`src/rtl/core/assert_macros.svh`:
```
// Assertion macros shared by the RTL.
// Each macro samples on clk and is disabled while arst_n is low.
`ifndef ASSERT_MACROS_SVH
`define ASSERT_MACROS_SVH

// Same-cycle implication.
`define ASSERT_IMPL(lbl, ante, cons, msg) \
	lbl: assert property (@(posedge clk) disable iff (!arst_n) (ante) |-> (cons)) \
		else $error(msg);

// Next-cycle implication.
`define ASSERT_NEXT(lbl, ante, cons, msg) \
	lbl: assert property (@(posedge clk) disable iff (!arst_n) (ante) |=> (cons)) \
		else $error(msg);

`endif

```
`src/rtl/core/qti_pkg.sv`:
```
`timescale 1ns / 1ps
// ---------------------------------------------------------------------------
// qti_pkg
// Types, widths and helper functions of the quintic trajectory interpolator.
// ---------------------------------------------------------------------------
package qti_pkg;

	localparam int ACC_W   = 64;
	localparam int MUL_B_W = 24;
	localparam int DEN_W   = 40;
	localparam int COEF_W  = 32;
	localparam int SEG_W   = 20;
	localparam int ELAP_W  = 21;
	localparam int TICK_W  = 10;
	localparam int NCOEF   = 6;
	localparam int OUT_AXES = 3;

	localparam logic [MUL_B_W-1:0] MS_PER_S   = MUL_B_W'(1000);
	localparam logic [MUL_B_W-1:0] US_PER_S2  = MUL_B_W'(1000000);
	localparam logic [TICK_W-1:0]  TICK_RESET = TICK_W'(10);

	typedef enum logic [1:0] {
		FN_LOAD   = 2'd0,
		FN_START  = 2'd1,
		FN_TICK   = 2'd2,
		FN_CANCEL = 2'd3
	} func_t;

	typedef enum logic [1:0] {
		MODE_IDLE = 2'd0,
		MODE_RUN  = 2'd1,
		MODE_FIN  = 2'd2,
		MODE_ERR  = 2'd3
	} mode_t;

	typedef enum logic [1:0] {
		POLY_POS = 2'd0,
		POLY_VEL = 2'd1,
		POLY_ACC = 2'd2
	} poly_t;

	// Factor that the k-th coefficient carries in P, P' or P''.
	function automatic logic [4:0] coef_weight(input poly_t pk, input logic [2:0] k);
		logic [4:0] w;
		w = 5'd0;
		case (pk)
			POLY_POS: w = 5'd1;
			POLY_VEL: w = 5'(k);
			default: begin
				case (k)
					3'd2: w = 5'd2;
					3'd3: w = 5'd6;
					3'd4: w = 5'd12;
					3'd5: w = 5'd20;
					default: w = 5'd0;
				endcase
			end
		endcase
		return w;
	endfunction

	// Lowest power of u that a polynomial uses.
	function automatic logic [2:0] poly_kmin(input poly_t pk);
		return 3'(pk);
	endfunction

	// Saturate a signed accumulator to 32 bits.
	function automatic logic [31:0] sat_signed(input logic signed [ACC_W-1:0] v);
		logic [31:0] r;
		if (v > ACC_W'(64'sd2147483647)) begin
			r = 32'h7fff_ffff;
		end else if (v < -ACC_W'(64'sd2147483648)) begin
			r = 32'h8000_0000;
		end else begin
			r = v[31:0];
		end
		return r;
	endfunction

	// Saturate a magnitude with a separate sign to 32 bits.
	function automatic logic [31:0] sat_mag(input logic [ACC_W-1:0] q, input logic neg);
		logic [31:0] r;
		if (neg) begin
			if (q > ACC_W'(64'h8000_0000)) begin
				r = 32'h8000_0000;
			end else begin
				r = ~q[31:0] + 32'd1;
			end
		end else begin
			if (q > ACC_W'(64'h7fff_ffff)) begin
				r = 32'h7fff_ffff;
			end else begin
				r = q[31:0];
			end
		end
		return r;
	endfunction

endpackage

```
`src/rtl/core/quintic_trajectory_interpolator.sv`:
```
`timescale 1ns / 1ps
// Timing: load, start and cancel beats present their result in the cycle after accept.
// A tick first divides for u on the radix-2 divider, then per evaluated axis runs
// the Horner steps on the bit-serial multiplier and, for velocity and acceleration,
// a scaling multiply on the same multiplier followed by a divide.
// Throughput: one item at a time; the next is accepted once the result is taken.
// Reset: async, active low; coefficients read as zero until loaded, period 10 ms.
// ---------------------------------------------------------------------------
// quintic_trajectory_interpolator
// Evaluates position, velocity and acceleration of quintic segments per axis
// with a shared serial multiplier and divider under a small sequencer.
// ---------------------------------------------------------------------------
`include "assert_macros.svh"

module quintic_trajectory_interpolator #(
	parameter int AXES      = 3,
	parameter int FRAC_BITS = 16
) (
	input  logic         clk,
	input  logic         arst_n,
	input  logic         s_tvalid,
	output logic         s_tready,
	// axis[1:0], coef_index[4:2], coef_value[36:5], duration_ms[56:37], zero fill
	input  logic [63:0]  s_tdata,
	// func[1:0]
	input  logic [1:0]   s_tuser,
	output logic         m_tvalid,
	input  logic         m_tready,
	// pos_x, pos_y, pos_z, vel_x, vel_y, vel_z, acc_x, acc_y, acc_z, 32 bits each
	output logic [287:0] m_tdata,
	// status[1:0], done_res[2], rejected[3]
	output logic [3:0]   m_tuser,
	input  logic         cfg_valid,
	output logic         cfg_ready,
	input  logic [9:0]   cfg_data
);
	import qti_pkg::*;

	localparam int DEPTH     = AXES * NCOEF;
	localparam int ADDR_W    = $clog2(DEPTH);
	localparam int EVAL_AXES = (AXES < OUT_AXES) ? AXES : OUT_AXES;

	typedef enum logic [3:0] {
		ST_IDLE, ST_DIVU, ST_RDC, ST_LDC, ST_MULW, ST_POST, ST_SCL, ST_DIVS, ST_FIN, ST_OUT
	} state_t;

	state_t                     state_q;
	mode_t                      mode_q;
	logic [SEG_W-1:0]           seg_q;
	logic [DEN_W-1:0]           segsq_q;
	logic [ELAP_W-1:0]          elapsed_q;
	logic [TICK_W-1:0]          tick_q;
	logic [FRAC_BITS-1:0]       u_q;
	logic [1:0]                 ax_q;
	poly_t                      pk_q;
	logic [2:0]                 k_q;
	logic [ADDR_W-1:0]          addr_q;
	logic signed [ACC_W-1:0]    acc_q;
	logic                       neg_q;
	logic [31:0]                pos_q   [OUT_AXES];
	logic [31:0]                vel_q   [OUT_AXES];
	logic [31:0]                accel_q [OUT_AXES];
	logic                       done_q;
	logic                       rej_q;
	logic                       mul_start_q;
	logic signed [ACC_W-1:0]    mul_a_q;
	logic [MUL_B_W-1:0]         mul_b_q;
	logic                       div_start_q;
	logic [ACC_W-1:0]           div_num_q;
	logic [DEN_W-1:0]           div_den_q;

	logic [COEF_W-1:0]          mem [DEPTH];
	logic [DEPTH-1:0]           vld_q;
	logic [COEF_W-1:0]          rdw_q;
	logic                       rdv_q;

	logic signed [ACC_W-1:0]    mul_p;
	logic                       mul_busy;
	logic                       mul_done;
	logic [ACC_W-1:0]           div_q;
	logic                       div_done;

	func_t                      in_func;
	logic [1:0]                 in_axis;
	logic [2:0]                 in_idx;
	logic [COEF_W-1:0]          in_coef;
	logic [SEG_W-1:0]           in_dur;
	logic                       accept;
	logic                       mem_we;
	logic [ADDR_W-1:0]          mem_wa;
	logic signed [COEF_W-1:0]   coef;
	logic signed [COEF_W+5:0]   scaled_n;
	logic signed [ACC_W-1:0]    scaled;
	logic signed [ACC_W-1:0]    horner;
	logic [ACC_W-1:0]           mag;
	logic [ELAP_W-1:0]          elapsed_n;
	logic [TICK_W-1:0]          step;

	function automatic logic [ADDR_W-1:0] caddr(input logic [1:0] a, input logic [2:0] k);
		logic [7:0] f;
		f = 8'(a) * 8'(NCOEF) + 8'(k);
		return f[ADDR_W-1:0];
	endfunction

	qti_mul u_mul (
		.clk    (clk),
		.arst_n (arst_n),
		.start  (mul_start_q),
		.a      (mul_a_q),
		.b      (mul_b_q),
		.p      (mul_p),
		.busy   (mul_busy),
		.done   (mul_done)
	);

	qti_div u_div (
		.clk    (clk),
		.arst_n (arst_n),
		.start  (div_start_q),
		.num    (div_num_q),
		.den    (div_den_q),
		.q      (div_q),
		.done   (div_done)
	);

	assign s_tready  = (state_q == ST_IDLE);
	assign cfg_ready = 1'b1;
	assign m_tvalid  = (state_q == ST_OUT);
	assign m_tdata   = {accel_q[2], accel_q[1], accel_q[0], vel_q[2], vel_q[1], vel_q[0],
		pos_q[2], pos_q[1], pos_q[0]};
	assign m_tuser   = {rej_q, done_q, mode_q};

	always_comb begin
		in_func   = func_t'(s_tuser);
		in_axis   = s_tdata[1:0];
		in_idx    = s_tdata[4:2];
		in_coef   = s_tdata[36:5];
		in_dur    = s_tdata[56:37];
		accept    = s_tvalid && s_tready;
		mem_we    = accept && (in_func == FN_LOAD) && (mode_q != MODE_RUN) &&
			(32'(in_axis) < AXES) && (32'(in_idx) < NCOEF);
		mem_wa    = caddr(in_axis, in_idx);
		coef      = rdv_q ? $signed(rdw_q) : '0;
		scaled_n  = coef * $signed({1'b0, coef_weight(pk_q, k_q)});
		scaled    = ACC_W'(scaled_n);
		horner    = (mul_p >>> FRAC_BITS) + scaled;
		mag       = mul_p[ACC_W-1] ? ACC_W'(-mul_p) : ACC_W'(mul_p);
		step      = (tick_q == '0) ? TICK_W'(1) : tick_q;
		elapsed_n = elapsed_q + ELAP_W'(step);
	end

	// Coefficient store with registered read; entries never loaded read as zero.
	always_ff @(posedge clk) begin
		if (mem_we) begin
			mem[mem_wa] <= in_coef;
		end
		rdw_q <= mem[addr_q];
	end

	always_ff @(posedge clk or negedge arst_n) begin
		if (!arst_n) begin
			vld_q <= '0;
			rdv_q <= 1'b0;
		end else begin
			if (mem_we) begin
				vld_q[mem_wa] <= 1'b1;
			end
			rdv_q <= vld_q[addr_q];
		end
	end

	always_ff @(posedge clk or negedge arst_n) begin
		if (!arst_n) begin
			tick_q <= TICK_RESET;
		end else if (cfg_valid && cfg_ready) begin
			tick_q <= cfg_data;
		end
	end

	always_ff @(posedge clk or negedge arst_n) begin
		if (!arst_n) begin
			state_q     <= ST_IDLE;
			mode_q      <= MODE_IDLE;
			seg_q       <= '0;
			segsq_q     <= '0;
			elapsed_q   <= '0;
			u_q         <= '0;
			ax_q        <= '0;
			pk_q        <= POLY_POS;
			k_q         <= '0;
			addr_q      <= '0;
			acc_q       <= '0;
			neg_q       <= 1'b0;
			done_q      <= 1'b0;
			rej_q       <= 1'b0;
			mul_start_q <= 1'b0;
			mul_a_q     <= '0;
			mul_b_q     <= '0;
			div_start_q <= 1'b0;
			div_num_q   <= '0;
			div_den_q   <= '0;
			for (int i = 0; i < OUT_AXES; i++) begin
				pos_q[i]   <= '0;
				vel_q[i]   <= '0;
				accel_q[i] <= '0;
			end
		end else begin
			mul_start_q <= 1'b0;
			div_start_q <= 1'b0;
			unique case (state_q)
				ST_IDLE: begin
					if (accept) begin
						done_q <= 1'b0;
						rej_q  <= 1'b0;
						for (int i = 0; i < OUT_AXES; i++) begin
							pos_q[i]   <= '0;
							vel_q[i]   <= '0;
							accel_q[i] <= '0;
						end
						state_q <= ST_OUT;
						unique case (in_func)
							FN_LOAD: begin
								rej_q <= (mode_q == MODE_RUN);
							end
							FN_START: begin
								if (mode_q == MODE_RUN) begin
									rej_q <= 1'b1;
								end else begin
									seg_q     <= in_dur;
									segsq_q   <= DEN_W'(in_dur) * DEN_W'(in_dur);
									elapsed_q <= '0;
									if (in_dur == '0) begin
										mode_q <= MODE_FIN;
										done_q <= 1'b1;
									end else begin
										mode_q <= MODE_RUN;
									end
								end
							end
							FN_TICK: begin
								if (mode_q != MODE_RUN || seg_q == '0) begin
									rej_q <= 1'b1;
								end else begin
									div_num_q   <= ACC_W'(elapsed_q) << FRAC_BITS;
									div_den_q   <= DEN_W'(seg_q);
									div_start_q <= 1'b1;
									state_q     <= ST_DIVU;
								end
							end
							FN_CANCEL: begin
								if (mode_q != MODE_RUN) begin
									rej_q <= 1'b1;
								end else begin
									mode_q <= MODE_ERR;
									done_q <= 1'b1;
								end
							end
							default: begin
								rej_q <= 1'b1;
							end
						endcase
					end
				end
				ST_DIVU: begin
					if (div_done) begin
						u_q     <= div_q[FRAC_BITS-1:0];
						ax_q    <= '0;
						pk_q    <= POLY_POS;
						k_q     <= 3'd5;
						addr_q  <= caddr(2'd0, 3'd5);
						state_q <= ST_RDC;
					end
				end
				ST_RDC: begin
					state_q <= ST_LDC;
				end
				ST_LDC: begin
					acc_q <= scaled;
					if (k_q == poly_kmin(pk_q)) begin
						state_q <= ST_POST;
					end else begin
						k_q         <= k_q - 3'd1;
						addr_q      <= caddr(ax_q, k_q - 3'd1);
						mul_a_q     <= scaled;
						mul_b_q     <= MUL_B_W'(u_q);
						mul_start_q <= 1'b1;
						state_q     <= ST_MULW;
					end
				end
				ST_MULW: begin
					if (mul_done) begin
						acc_q <= horner;
						if (k_q == poly_kmin(pk_q)) begin
							state_q <= ST_POST;
						end else begin
							k_q         <= k_q - 3'd1;
							addr_q      <= caddr(ax_q, k_q - 3'd1);
							mul_a_q     <= horner;
							mul_b_q     <= MUL_B_W'(u_q);
							mul_start_q <= 1'b1;
						end
					end
				end
				ST_POST: begin
					if (pk_q == POLY_POS) begin
						pos_q[ax_q] <= sat_signed(acc_q);
						pk_q        <= POLY_VEL;
						k_q         <= 3'd5;
						addr_q      <= caddr(ax_q, 3'd5);
						state_q     <= ST_RDC;
					end else begin
						mul_a_q     <= acc_q;
						mul_b_q     <= (pk_q == POLY_VEL) ? MS_PER_S : US_PER_S2;
						mul_start_q <= 1'b1;
						state_q     <= ST_SCL;
					end
				end
				ST_SCL: begin
					if (mul_done) begin
						neg_q       <= mul_p[ACC_W-1];
						div_num_q   <= mag;
						div_den_q   <= (pk_q == POLY_VEL) ? DEN_W'(seg_q) : segsq_q;
						div_start_q <= 1'b1;
						state_q     <= ST_DIVS;
					end
				end
				ST_DIVS: begin
					if (div_done) begin
						k_q     <= 3'd5;
						state_q <= ST_RDC;
						if (pk_q == POLY_VEL) begin
							vel_q[ax_q] <= sat_mag(div_q, neg_q);
							pk_q        <= POLY_ACC;
							addr_q      <= caddr(ax_q, 3'd5);
						end else begin
							accel_q[ax_q] <= sat_mag(div_q, neg_q);
							pk_q          <= POLY_POS;
							if (ax_q == 2'(EVAL_AXES - 1)) begin
								state_q <= ST_FIN;
							end else begin
								ax_q   <= ax_q + 2'd1;
								addr_q <= caddr(ax_q + 2'd1, 3'd5);
							end
						end
					end
				end
				ST_FIN: begin
					elapsed_q <= elapsed_n;
					if (elapsed_n >= ELAP_W'(seg_q)) begin
						mode_q <= MODE_FIN;
						done_q <= 1'b1;
					end
					state_q <= ST_OUT;
				end
				ST_OUT: begin
					if (m_tready) begin
						state_q <= ST_IDLE;
					end
				end
				default: begin
					state_q <= ST_IDLE;
				end
			endcase
		end
	end

	`ASSERT_IMPL(a_u_below_one, state_q == ST_DIVU && div_done, div_q[ACC_W-1:FRAC_BITS] == '0, "normalized time is not below one")
	`ASSERT_IMPL(a_mul_free, mul_start_q, !mul_busy, "multiplier restarted while busy")
	`ASSERT_IMPL(a_done_mode, m_tvalid && done_q, mode_q == MODE_FIN || mode_q == MODE_ERR, "segment end reported without a final mode")
	`ASSERT_IMPL(a_rej_not_done, m_tvalid && rej_q, !done_q, "rejected beat also ends a segment")

endmodule

```
`src/rtl/core/qti_mul.sv`:
```
`timescale 1ns / 1ps
// ---------------------------------------------------------------------------
// qti_mul
// Bit-serial shift-add multiplier: signed multiplicand times unsigned
// multiplier, one multiplier bit per cycle, product kept modulo 2^ACC_W.
// ---------------------------------------------------------------------------
module qti_mul (
	input  logic                                clk,
	input  logic                                arst_n,
	input  logic                                start,
	input  logic signed [qti_pkg::ACC_W-1:0]    a,
	input  logic        [qti_pkg::MUL_B_W-1:0]  b,
	output logic signed [qti_pkg::ACC_W-1:0]    p,
	output logic                                busy,
	output logic                                done
);
	import qti_pkg::*;

	localparam int CNT_W = $clog2(MUL_B_W + 1);

	logic [ACC_W-1:0]   mc_q;
	logic [MUL_B_W-1:0] mp_q;
	logic [ACC_W-1:0]   p_q;
	logic [CNT_W-1:0]   cnt_q;
	logic               done_q;

	always_ff @(posedge clk or negedge arst_n) begin
		if (!arst_n) begin
			mc_q   <= '0;
			mp_q   <= '0;
			p_q    <= '0;
			cnt_q  <= '0;
			done_q <= 1'b0;
		end else if (start) begin
			mc_q   <= a;
			mp_q   <= b;
			p_q    <= '0;
			cnt_q  <= CNT_W'(MUL_B_W);
			done_q <= 1'b0;
		end else if (cnt_q != '0) begin
			if (mp_q[0]) begin
				p_q <= p_q + mc_q;
			end
			mc_q   <= {mc_q[ACC_W-2:0], 1'b0};
			mp_q   <= {1'b0, mp_q[MUL_B_W-1:1]};
			cnt_q  <= cnt_q - CNT_W'(1);
			done_q <= (cnt_q == CNT_W'(1));
		end else begin
			done_q <= 1'b0;
		end
	end

	assign p    = $signed(p_q);
	assign busy = (cnt_q != '0);
	assign done = done_q;

endmodule

```
`src/rtl/core/qti_div.sv`:
```
`timescale 1ns / 1ps
// ---------------------------------------------------------------------------
// qti_div
// Radix-2 restoring divider: unsigned ACC_W-bit dividend by DEN_W-bit
// divisor, one quotient bit per cycle.
// ---------------------------------------------------------------------------
module qti_div (
	input  logic                              clk,
	input  logic                              arst_n,
	input  logic                              start,
	input  logic [qti_pkg::ACC_W-1:0]         num,
	input  logic [qti_pkg::DEN_W-1:0]         den,
	output logic [qti_pkg::ACC_W-1:0]         q,
	output logic                              done
);
	import qti_pkg::*;

	localparam int CNT_W = $clog2(ACC_W + 1);

	logic [ACC_W-1:0] num_q;
	logic [DEN_W-1:0] den_q;
	logic [DEN_W-1:0] rem_q;
	logic [CNT_W-1:0] cnt_q;
	logic             done_q;
	logic [DEN_W:0]   rem_sh;
	logic [DEN_W:0]   rem_sub;
	logic             qbit;

	always_comb begin
		rem_sh  = {rem_q, num_q[ACC_W-1]};
		rem_sub = rem_sh - {1'b0, den_q};
		qbit    = (rem_sh >= {1'b0, den_q});
	end

	always_ff @(posedge clk or negedge arst_n) begin
		if (!arst_n) begin
			num_q  <= '0;
			den_q  <= '0;
			rem_q  <= '0;
			cnt_q  <= '0;
			done_q <= 1'b0;
		end else if (start) begin
			num_q  <= num;
			den_q  <= den;
			rem_q  <= '0;
			cnt_q  <= CNT_W'(ACC_W);
			done_q <= 1'b0;
		end else if (cnt_q != '0) begin
			// The quotient bits shift in where the dividend bits leave.
			rem_q  <= qbit ? rem_sub[DEN_W-1:0] : rem_sh[DEN_W-1:0];
			num_q  <= {num_q[ACC_W-2:0], qbit};
			cnt_q  <= cnt_q - CNT_W'(1);
			done_q <= (cnt_q == CNT_W'(1));
		end else begin
			done_q <= 1'b0;
		end
	end

	assign q    = num_q;
	assign done = done_q;

endmodule

```
`config.mk`:
```
export PLATFORM = sky130hd
export DESIGN_NAME = quintic_trajectory_interpolator
export DESIGN_NICKNAME = d
export VERILOG_FILES = /design/src/rtl/core/qti_pkg.sv /design/src/rtl/core/quintic_trajectory_interpolator.sv /design/src/rtl/core/qti_mul.sv /design/src/rtl/core/qti_div.sv
export VERILOG_INCLUDE_DIRS = /design/src /design/src/rtl/core
export SDC_FILE = /design/constraint.sdc
export NUM_CORES = 2
export LEC_CHECK = 0
export ABC_AREA = 1
export BUFFER_PORTS_ARGS = -buffer_cell sky130_fd_sc_hd__buf_2
export CAP_MARGIN = 10
export CORE_MARGIN = 4
export CORE_UTILIZATION = 55
export DETAILED_ROUTE_END_ITERATION = 12
export HOLD_SLACK_MARGIN = 0.06
export MAX_ROUTING_LAYER = met4
export PLACE_DENSITY_LB_ADDON = 0.12
export SLEW_MARGIN = 10
export SYNTH_ARGS = -nofsm -noshare
export SYNTH_HDL_FRONTEND = slang
export SYNTH_SLANG_ARGS = --single-unit
```
`constraint.sdc`:
```
create_clock -name clk -period 5.98 [get_ports clk]
set_clock_uncertainty 0.2 [all_clocks]
set_input_delay 0.299 -clock clk [delete_from_list [all_inputs] [get_ports clk]]
set_output_delay 0.299 -clock clk [all_outputs]
set_load 0.05 [all_outputs]
```
## After elaboration in Yosys (flattened, before gate mapping)

Memories as Yosys holds them, arrays and structs flattened. A register that Yosys moved wholly into a read port is not among the register bits.
Index checks and enable logic that the tools add are counted.
W data, S select, Z words.

- Register bits after elaboration: 1003
- Bits in writable memories: 576
- Input bits: 81
- Output and inout bits: 295
- Logic and storage cells: 324
- Memories: 1

Memory list:

| name | depth | bits a word | rd ports | clocked after memory_dff | write ports | RTL line | source |
|---|---|---|---|---|---|---|---|
| mem | 18 | 32 | 1 | 1 | 1 | quintic_trajectory_interpolator.sv:72 | `logic [COEF_W-1:0] mem [DEPTH];` |

- Add/sub/neg operators: 14
- $mul: 5
- Order comparisons: 13
- Equal/unequal tests: 47
- Muxes and demuxes: 148
- Bitwise logic cells: 4
- Reductions and logical operators: 50

Operators with widths:

| kind | count |
|---|---|
| $mux W64 | 17 |
| $mux W96 | 6 |
| $pmux W96 S2 | 3 |
| $mux W32 | 15 |
| $mux W40 | 8 |
| $bwmux W96 | 3 |
| $pmux W64 S2 | 2 |
| $pmux W64 S3 | 1 |
| $gt A64 B32 Y1 const B | 2 |
| $mux W24 | 5 |
| $pmux W40 S2 | 1 |
| $pmux W24 S3 | 1 |
| $add A64 B64 Y64 | 1 |
| $demux W32 S2 | 1 |
| $gt A64 B31 Y1 const B | 1 |
| $lt A64 B32 Y1 const B | 1 |
| $neg A64 Y64 | 1 |
| $mux W21 | 3 |
| $add A48 B38 Y49 | 1 |
| $mux W5 | 9 |
| $mux W4 | 11 |
| $pmux W21 S2 | 1 |
| $ge A41 B40 Y1 | 1 |
| $logic_not A20 Y1 | 2 |
| 73 further kinds | 184 |

## Logic depth before layout (Yosys ltp)

- Word-level depth: 11
- Mapped depth: 42
- Gate-level depth less buffers: 41

## By module

A second synthesis with hierarchy kept.

- Cell total of the unflattened synthesis: 12522
- Area total of the unflattened synthesis: 100030.9 um^2

By module, submodules not included:

| module | instances | cells an instance | area each (um^2) | seq. area each (um^2) |
|---|---|---|---|---|
| quintic_trajectory_interpolator | 1 | 9096 | 77643.2 | 34305.4 |
| qti_mul | 1 | 1962 | 12373.1 | 3953.8 |
| qti_div | 1 | 1464 | 10014.6 | 3803.6 |

## Worst setup path before layout

OpenSTA, ideal clock, no wires.

- Kind: in2reg
- Start: input s_tdata[56]
- End: register segsq_q[20]
- Setup time: 82 ps
- Arrival: 5971 ps
- Required time: 5698 ps
- Path slack: -273 ps
- Stages on the path: 25
- Path buffers: 2
- Cells stage by stage: clkbuf_1 -> clkbuf_1 -> nand2_1 -> inv_1 -> fa_1 -> inv_1 -> fa_1 -> inv_1 -> fa_1 -> inv_1 -> fa_1 -> fa_1 -> inv_1 -> fa_1 -> fa_1 -> ha_1 -> nand2_1 -> nor2_1 -> inv_1 -> nor2_1 -> inv_1 -> nor2_1 -> a21oi_1 -> or2_2 -> a31oi_1

- Cells in the longest elaborated chain, start to end: 1

RTL lines:

| item | RTL line | source |
|---|---|---|
| start, declared | quintic_trajectory_interpolator.sv:24 | `input logic [63:0] s_tdata,` |
| $mul A20 B20 Y40 | quintic_trajectory_interpolator.sv:230 | `segsq_q <= DEN_W'(in_dur) * DEN_W'(in_dur);` |
| end signal, assigned | quintic_trajectory_interpolator.sv:230 |  |
| end, declared | quintic_trajectory_interpolator.sv:50 | `logic [DEN_W-1:0] segsq_q;` |

No other way between the ends.
A chain may end at the register's enable or synchronous reset.

## Worst setup path in the final report

- Start: register k_q[2]
- End: register mul_a_q[62]

- Cells in the longest elaborated chain, start to end: 8

RTL lines:

| item | RTL line | source |
|---|---|---|
| start, declared | quintic_trajectory_interpolator.sv:56 | `logic [2:0] k_q;` |
| start signal, assigned | quintic_trajectory_interpolator.sv:282 | `k_q <= k_q - 3'd1;` |
| start signal, assigned | quintic_trajectory_interpolator.sv:296 | `k_q <= k_q - 3'd1;` |
| $eq A3 B3 Y1 / $eq A3 B2 Y1 (equally long branches) | qti_pkg.sv:50 | `case (k)` |
| $pmux W5 S4 | qti_pkg.sv:50 |  |
| $pmux W5 S2 | qti_pkg.sv:46 | `case (pk)` |
| $mul A32 B6 Y38 | quintic_trajectory_interpolator.sv:144 | `scaled_n = coef * $signed({1'b0, coef_weight(pk_q, k_q)});` |
| $add A48 B38 Y49 | quintic_trajectory_interpolator.sv:146 | `horner = (mul_p >>> FRAC_BITS) + scaled;` |
| $mux W64 | quintic_trajectory_interpolator.sv:293 | `if (k_q == poly_kmin(pk_q)) begin` |
| $mux W64 | quintic_trajectory_interpolator.sv:291 | `if (mul_done) begin` |
| $pmux W64 S3 | quintic_trajectory_interpolator.sv:210 | `unique case (state_q)` |
| end signal, assigned | quintic_trajectory_interpolator.sv:284 | `mul_a_q <= scaled;` |
| end signal, assigned | quintic_trajectory_interpolator.sv:298 | `mul_a_q <= horner;` |
| end signal, assigned | quintic_trajectory_interpolator.sv:312 | `mul_a_q <= acc_q;` |
| end, declared | quintic_trajectory_interpolator.sv:66 | `logic signed [ACC_W-1:0] mul_a_q;` |

Several ways; a longest one is shown, not always the timed one. The select of a mux whose other input is x is not followed.

==> out/summary.md <==
Buffers placed on the I/O ports in this run total 367. The proportion of layout cells with a drive suffix above 1 is 20.3%, and the placer congestion estimate is 1.09. In the synthesized netlist the async set-or-reset flop fraction comes to 61.2%. The run gives 13100 as the net count after synthesis. The tools report the maximum buffer depth of the clock tree as 3. In this run the cell area measured after placement is 0.108 sq mm. The hold path endpoint is vld_q[17]. The logs give 0 for the final hold violation count and -0.46 ns for the register-to-register setup slack. The worst hold path begins at s_tdata[1].

The final-layout setup total negative slack was -18.55 ns; the number of slew-limit violations in the final report was 0. The share of the synthesized netlist area taken by xor and xnor gates was 1.17%; the placeable core region was 0.178 sq mm. Of all nets on the critical path, the largest fanout is 7.

The area growth from synthesis to layout is 23.2%. Count of nets left with antenna violations after detail routing: 0. In the final layout, the multi-input gates occupy 0.0533 sq mm. Global routing finished with a remaining overflow of 0. In the final layout, flip-flops and latches occupy 0.0420 sq mm.

Cells fill 68.2% of the core in the end. Setup violations remaining at the end of the flow were counted as 74. The half-perimeter wire length after detailed placement came out at 265000 um.

In this run the cell area of the synthesized design comes to 0.0988 sq mm. For this run, design rule violations remaining after detail routing come to 0. After synthesis, the mean cell area works out to 8.09 sq um. The number of global-route vias before repair is 89300. The worst path required time was 6.48 ns. For this configuration, the core starts out at a cell density of 55.3%.

The tools report the global router's overall resource usage as 39.3%. Slew at the pin closest to its max-slew limit: 1.27 ns. In this run the horizontal extent of the chip is 432 um.

For met1 alone, demand over resource in global routing was 51.0%. The H-tree was split into 4 levels. Clock tree synthesis found a total of 1568 sinks. The later pin in the worst-skew pair is clocked with a latency of 0.86 ns. The adder-cell share of the synthesized area works out to 13.4%.

The die covers 0.186 sq mm. The number of antenna violations at the first check in global routing is 21, and the time the final worst path needs with I/O delays and setup is 6.44 ns. The synthesis warning total was 0; the cell row count was 155.

The cell that appears most often on the critical path is sky130_fd_sc_hd__nand2_2. The fraction of the mapped netlist area in simple logic gates works out to 22.8%. Together, buffers and inverters on the worst path number 9. Broken down by cell family, the worst path's largest delay share belongs to adder cells. The logs give 14.6% for the worst slew slack as a fraction of its limit and 0.122 sq mm for the post-route standard cell area excluding fillers.

STA classifies the critical path startpoint as a flop. The synthesized netlist devotes 11.3% of its cell area to compound gates. Global routing consumed, on the met3 layer, 7.02% of the routing resources.

Multiplexer cells account for 0.0228% of the synthesized area. The checks that failed: setup timing. In this run, synthesis inferred 576 flip-flops with an integrated enable. The slowest stage of the critical path belongs to the cell sky130_fd_sc_hd__fa_1.

Counting instances, the worst hold path has a depth of 6. The flow ran to the end, but the final reports show violations. Using the TritonRoute via totals, the vias-per-cell ratio works out to 5.82. The floorplan step set the die height to 432 um. The number of max-capacitance violations reported was 0. For met2 alone, demand over resource in global routing was 60.7%. The number of clock buffers added by TritonCTS is 166. The busiest layer in global routing is met2. The share of the Yosys chip area taken by registers is 42.5%. The filler cells instantiated in the layout total 14200. In the final routed layout, each cell accounts on average for 23.1 um. The routed layout has 92100 vias. The startpoint of the worst-slack reg-to-reg timing path was k_q[2]. The endpoint identified for the worst register-to-register timing path is mul_a_q[62]. The synthesized netlist contains 66 unique library cells.

The synthesized design contains 1568 register bits. Entering global routing, the biggest net connects 187 pins. The dominant combinational cell family by area after synthesis is simple AND/OR/NAND/NOR gates. The worst register-to-register path has a depth of 36.

For the length of the first detailed-routing pass in iterations, the log shows 8. The run gives 15300 as the number of placed cells counting well taps. TritonCTS built the clock tree.

Main flop type after synthesis: sky130_fd_sc_hd__dfrtp_1. Setup repair after global routing could not meet its margin everywhere. The top achievable clock speed was 155 MHz. In the final design database the tool counted 14200 nets. The critical path's largest stage delay was 0.53 ns; the detailed router's first-iteration violation count was 10200. Counting every instance in the synthesized netlist gives 12200. For the worst setup path, the data arrival time is 6.94 ns. The worst setup path is captured at a flop. After detailed routing, the total wire length is 365000 um. The critical setup path kind is reg -> reg. The period utilization works out to 108%.

The tightest min-delay check is of the in -> reg type. Once layout is complete, the cells apart from fillers number 15800. Wire length of the first global-routing pass: 541000 um. The cell chosen for the clock root was sky130_fd_sc_hd__clkbuf_16. The run gives 376 as the boundary pin count. Clock-pin slew was measured on the worst setup and hold paths at 0.07 ns. The final worst slack is -0.460 ns.
==> through the flow <==
step | setup slack (ns) | hold slack [ns]
after detailed placement | -1.27 | 0.168
final | -0.460 | 0.147
after global routing | -0.686 | 0.118
after global placement | -1.24 | 0.157
after CTS | -0.394 | 0.0957
after floorplan | -0.0220 | -0.197
==> worst max path at each step <==
| stage | startpoint | end | slack, ns | cells after the start |
|---|---|---|---|---|
| finish | k_q[2] | mul_a_q[62] | -0.46 | 36 |
| global route | k_q[2] | acc_q[42] | -0.69 | 40 |
| CTS | k_q[1] | acc_q[32] | -0.39 | 41 |
| detailed placement | k_q[1] | acc_q[62] | -1.27 | 38 |
| global placement | k_q[1] | mul_a_q[62] | -1.24 | 39 |
| floorplan | s_tdata[56] | segsq_q[20] | -0.02 | 25 |
==> cells by family (layout without fill, tap and decap cells) <==
family / count (synthesis) / after routing
fa+ha+maj: 824 / 824
compound gates: 1934 / 1934
mux: 2 / 2
other cells: 1 / 16
flops: 1568 / 1568
xor+xnor: 132 / 132
simple gates: 5480 / 5482
buf+inv: 2266 / 3509
==> timing repair <==
item                                   4_1_cts  5_1_grt
hold buffers                                93        2
pin swaps                                   88      300
endpoints found under the hold margin     1073        3
setup endpoints to repair                   81      114
buffers inserted                            60       65
cloned                                       8        2
gates resized for setup                    549      851
==> sequential cells by signal (all words and copies together) (netlist names), 49 cells and up <==
signal	count
mem	576
m_tdata	288
div_num_q	64
u_div.q	64
u_mul.mc_q	64
u_mul.p	64
acc_q	49
mul_a_q	49
==> routing by layer <==
metal / vias up / routed length (um)
li1: 42000 / -
met2: 4440 / 167000
met3: 970 / 32600
met1: 44700 / 145000
met4: 0 / 20400
met5: - / 0
==> tightest hold or removal path, cell delays in order <==
cell and delay [ns]:
sky130_fd_sc_hd__buf_2 0.10, sky130_fd_sc_hd__ha_1 0.18, sky130_fd_sc_hd__xor2_1 0.16, sky130_fd_sc_hd__inv_1 0.08
sky130_fd_sc_hd__nand2_1 0.14, sky130_fd_sc_hd__o21ai_0 0.19
==> layout by cell type, fill, tap and decap left out, types with 64 or more instances in the layout <==
cell type / count
sky130_fd_sc_hd__ha_4: 92
sky130_fd_sc_hd__o221ai_1: 167
sky130_fd_sc_hd__dfrtp_1: 950
sky130_fd_sc_hd__nor2_2: 83
sky130_fd_sc_hd__nor2_1: 1073
sky130_fd_sc_hd__nand3_1: 599
sky130_fd_sc_hd__nand4_1: 149
sky130_fd_sc_hd__a21oi_1: 365
sky130_fd_sc_hd__ha_1: 345
sky130_fd_sc_hd__edfxtp_1: 576
sky130_fd_sc_hd__buf_4: 829
sky130_fd_sc_hd__inv_1: 1616
sky130_fd_sc_hd__clkbuf_16: 168
sky130_fd_sc_hd__nand2_1: 2810
sky130_fd_sc_hd__buf_2: 362
sky130_fd_sc_hd__buf_6: 84
sky130_fd_sc_hd__fa_1: 380
sky130_fd_sc_hd__dlygate4sd3_1: 89
sky130_fd_sc_hd__o22ai_1: 161
sky130_fd_sc_hd__nor2_4: 149
sky130_fd_sc_hd__o21ai_0: 764
sky130_fd_sc_hd__xor2_1: 90
sky130_fd_sc_hd__nand2_2: 229
sky130_fd_sc_hd__nand3_2: 64
sky130_fd_sc_hd__nand2_4: 97
sky130_fd_sc_hd__a31oi_1: 110
sky130_fd_sc_hd__o21ai_1: 84
sky130_fd_sc_hd__inv_2: 149
==> synthesized netlist by cell type, drive strengths merged (4+ instances only) <==
master / instances / area (sq um)
a211oi: 6 / 45.0
a21boi: 6 / 45.0
a21o: 19 / 143
a21oi: 445 / 2270
a31oi: 117 / 732
a32oi: 32 / 280
and2: 22 / 138
and3: 4 / 25.0
buf: 139 / 707
clkbuf: 336 / 1260
clkinv: 6 / 22.5
dfrtp: 958 / 24000
dfxtp: 32 / 641
edfxtp: 576 / 17300
fa: 383 / 7670
ha: 441 / 5520
inv: 1785 / 6700
nand2: 3145 / 11800
nand3: 673 / 3400
nand3b: 31 / 233
nand4: 150 / 945
nor2: 1305 / 5110
nor3: 71 / 377
nor4: 22 / 138
o211ai: 54 / 410
o21ai: 872 / 4370
o21bai: 30 / 225
o221ai: 167 / 1460
o22ai: 162 / 1010
o31ai: 8 / 60.1
or2: 54 / 338
xnor2: 35 / 307
xor2: 97 / 850
==> area by class of cell <==
type                       count  share of cell area (%)
multi-input combinational   8375                    43.8
sequential                  1568                    34.5
timing repair buffer        1413                    8.90
inverter                    1791                    5.58
clock buffer                 227                    3.82
tap                         2355                    2.42
clock inverter                78                   0.911
antenna                       15                  0.0309
Power is not shown: default switching activity piles up to over one toggle a cycle in this logic, so the estimate is an artifact.
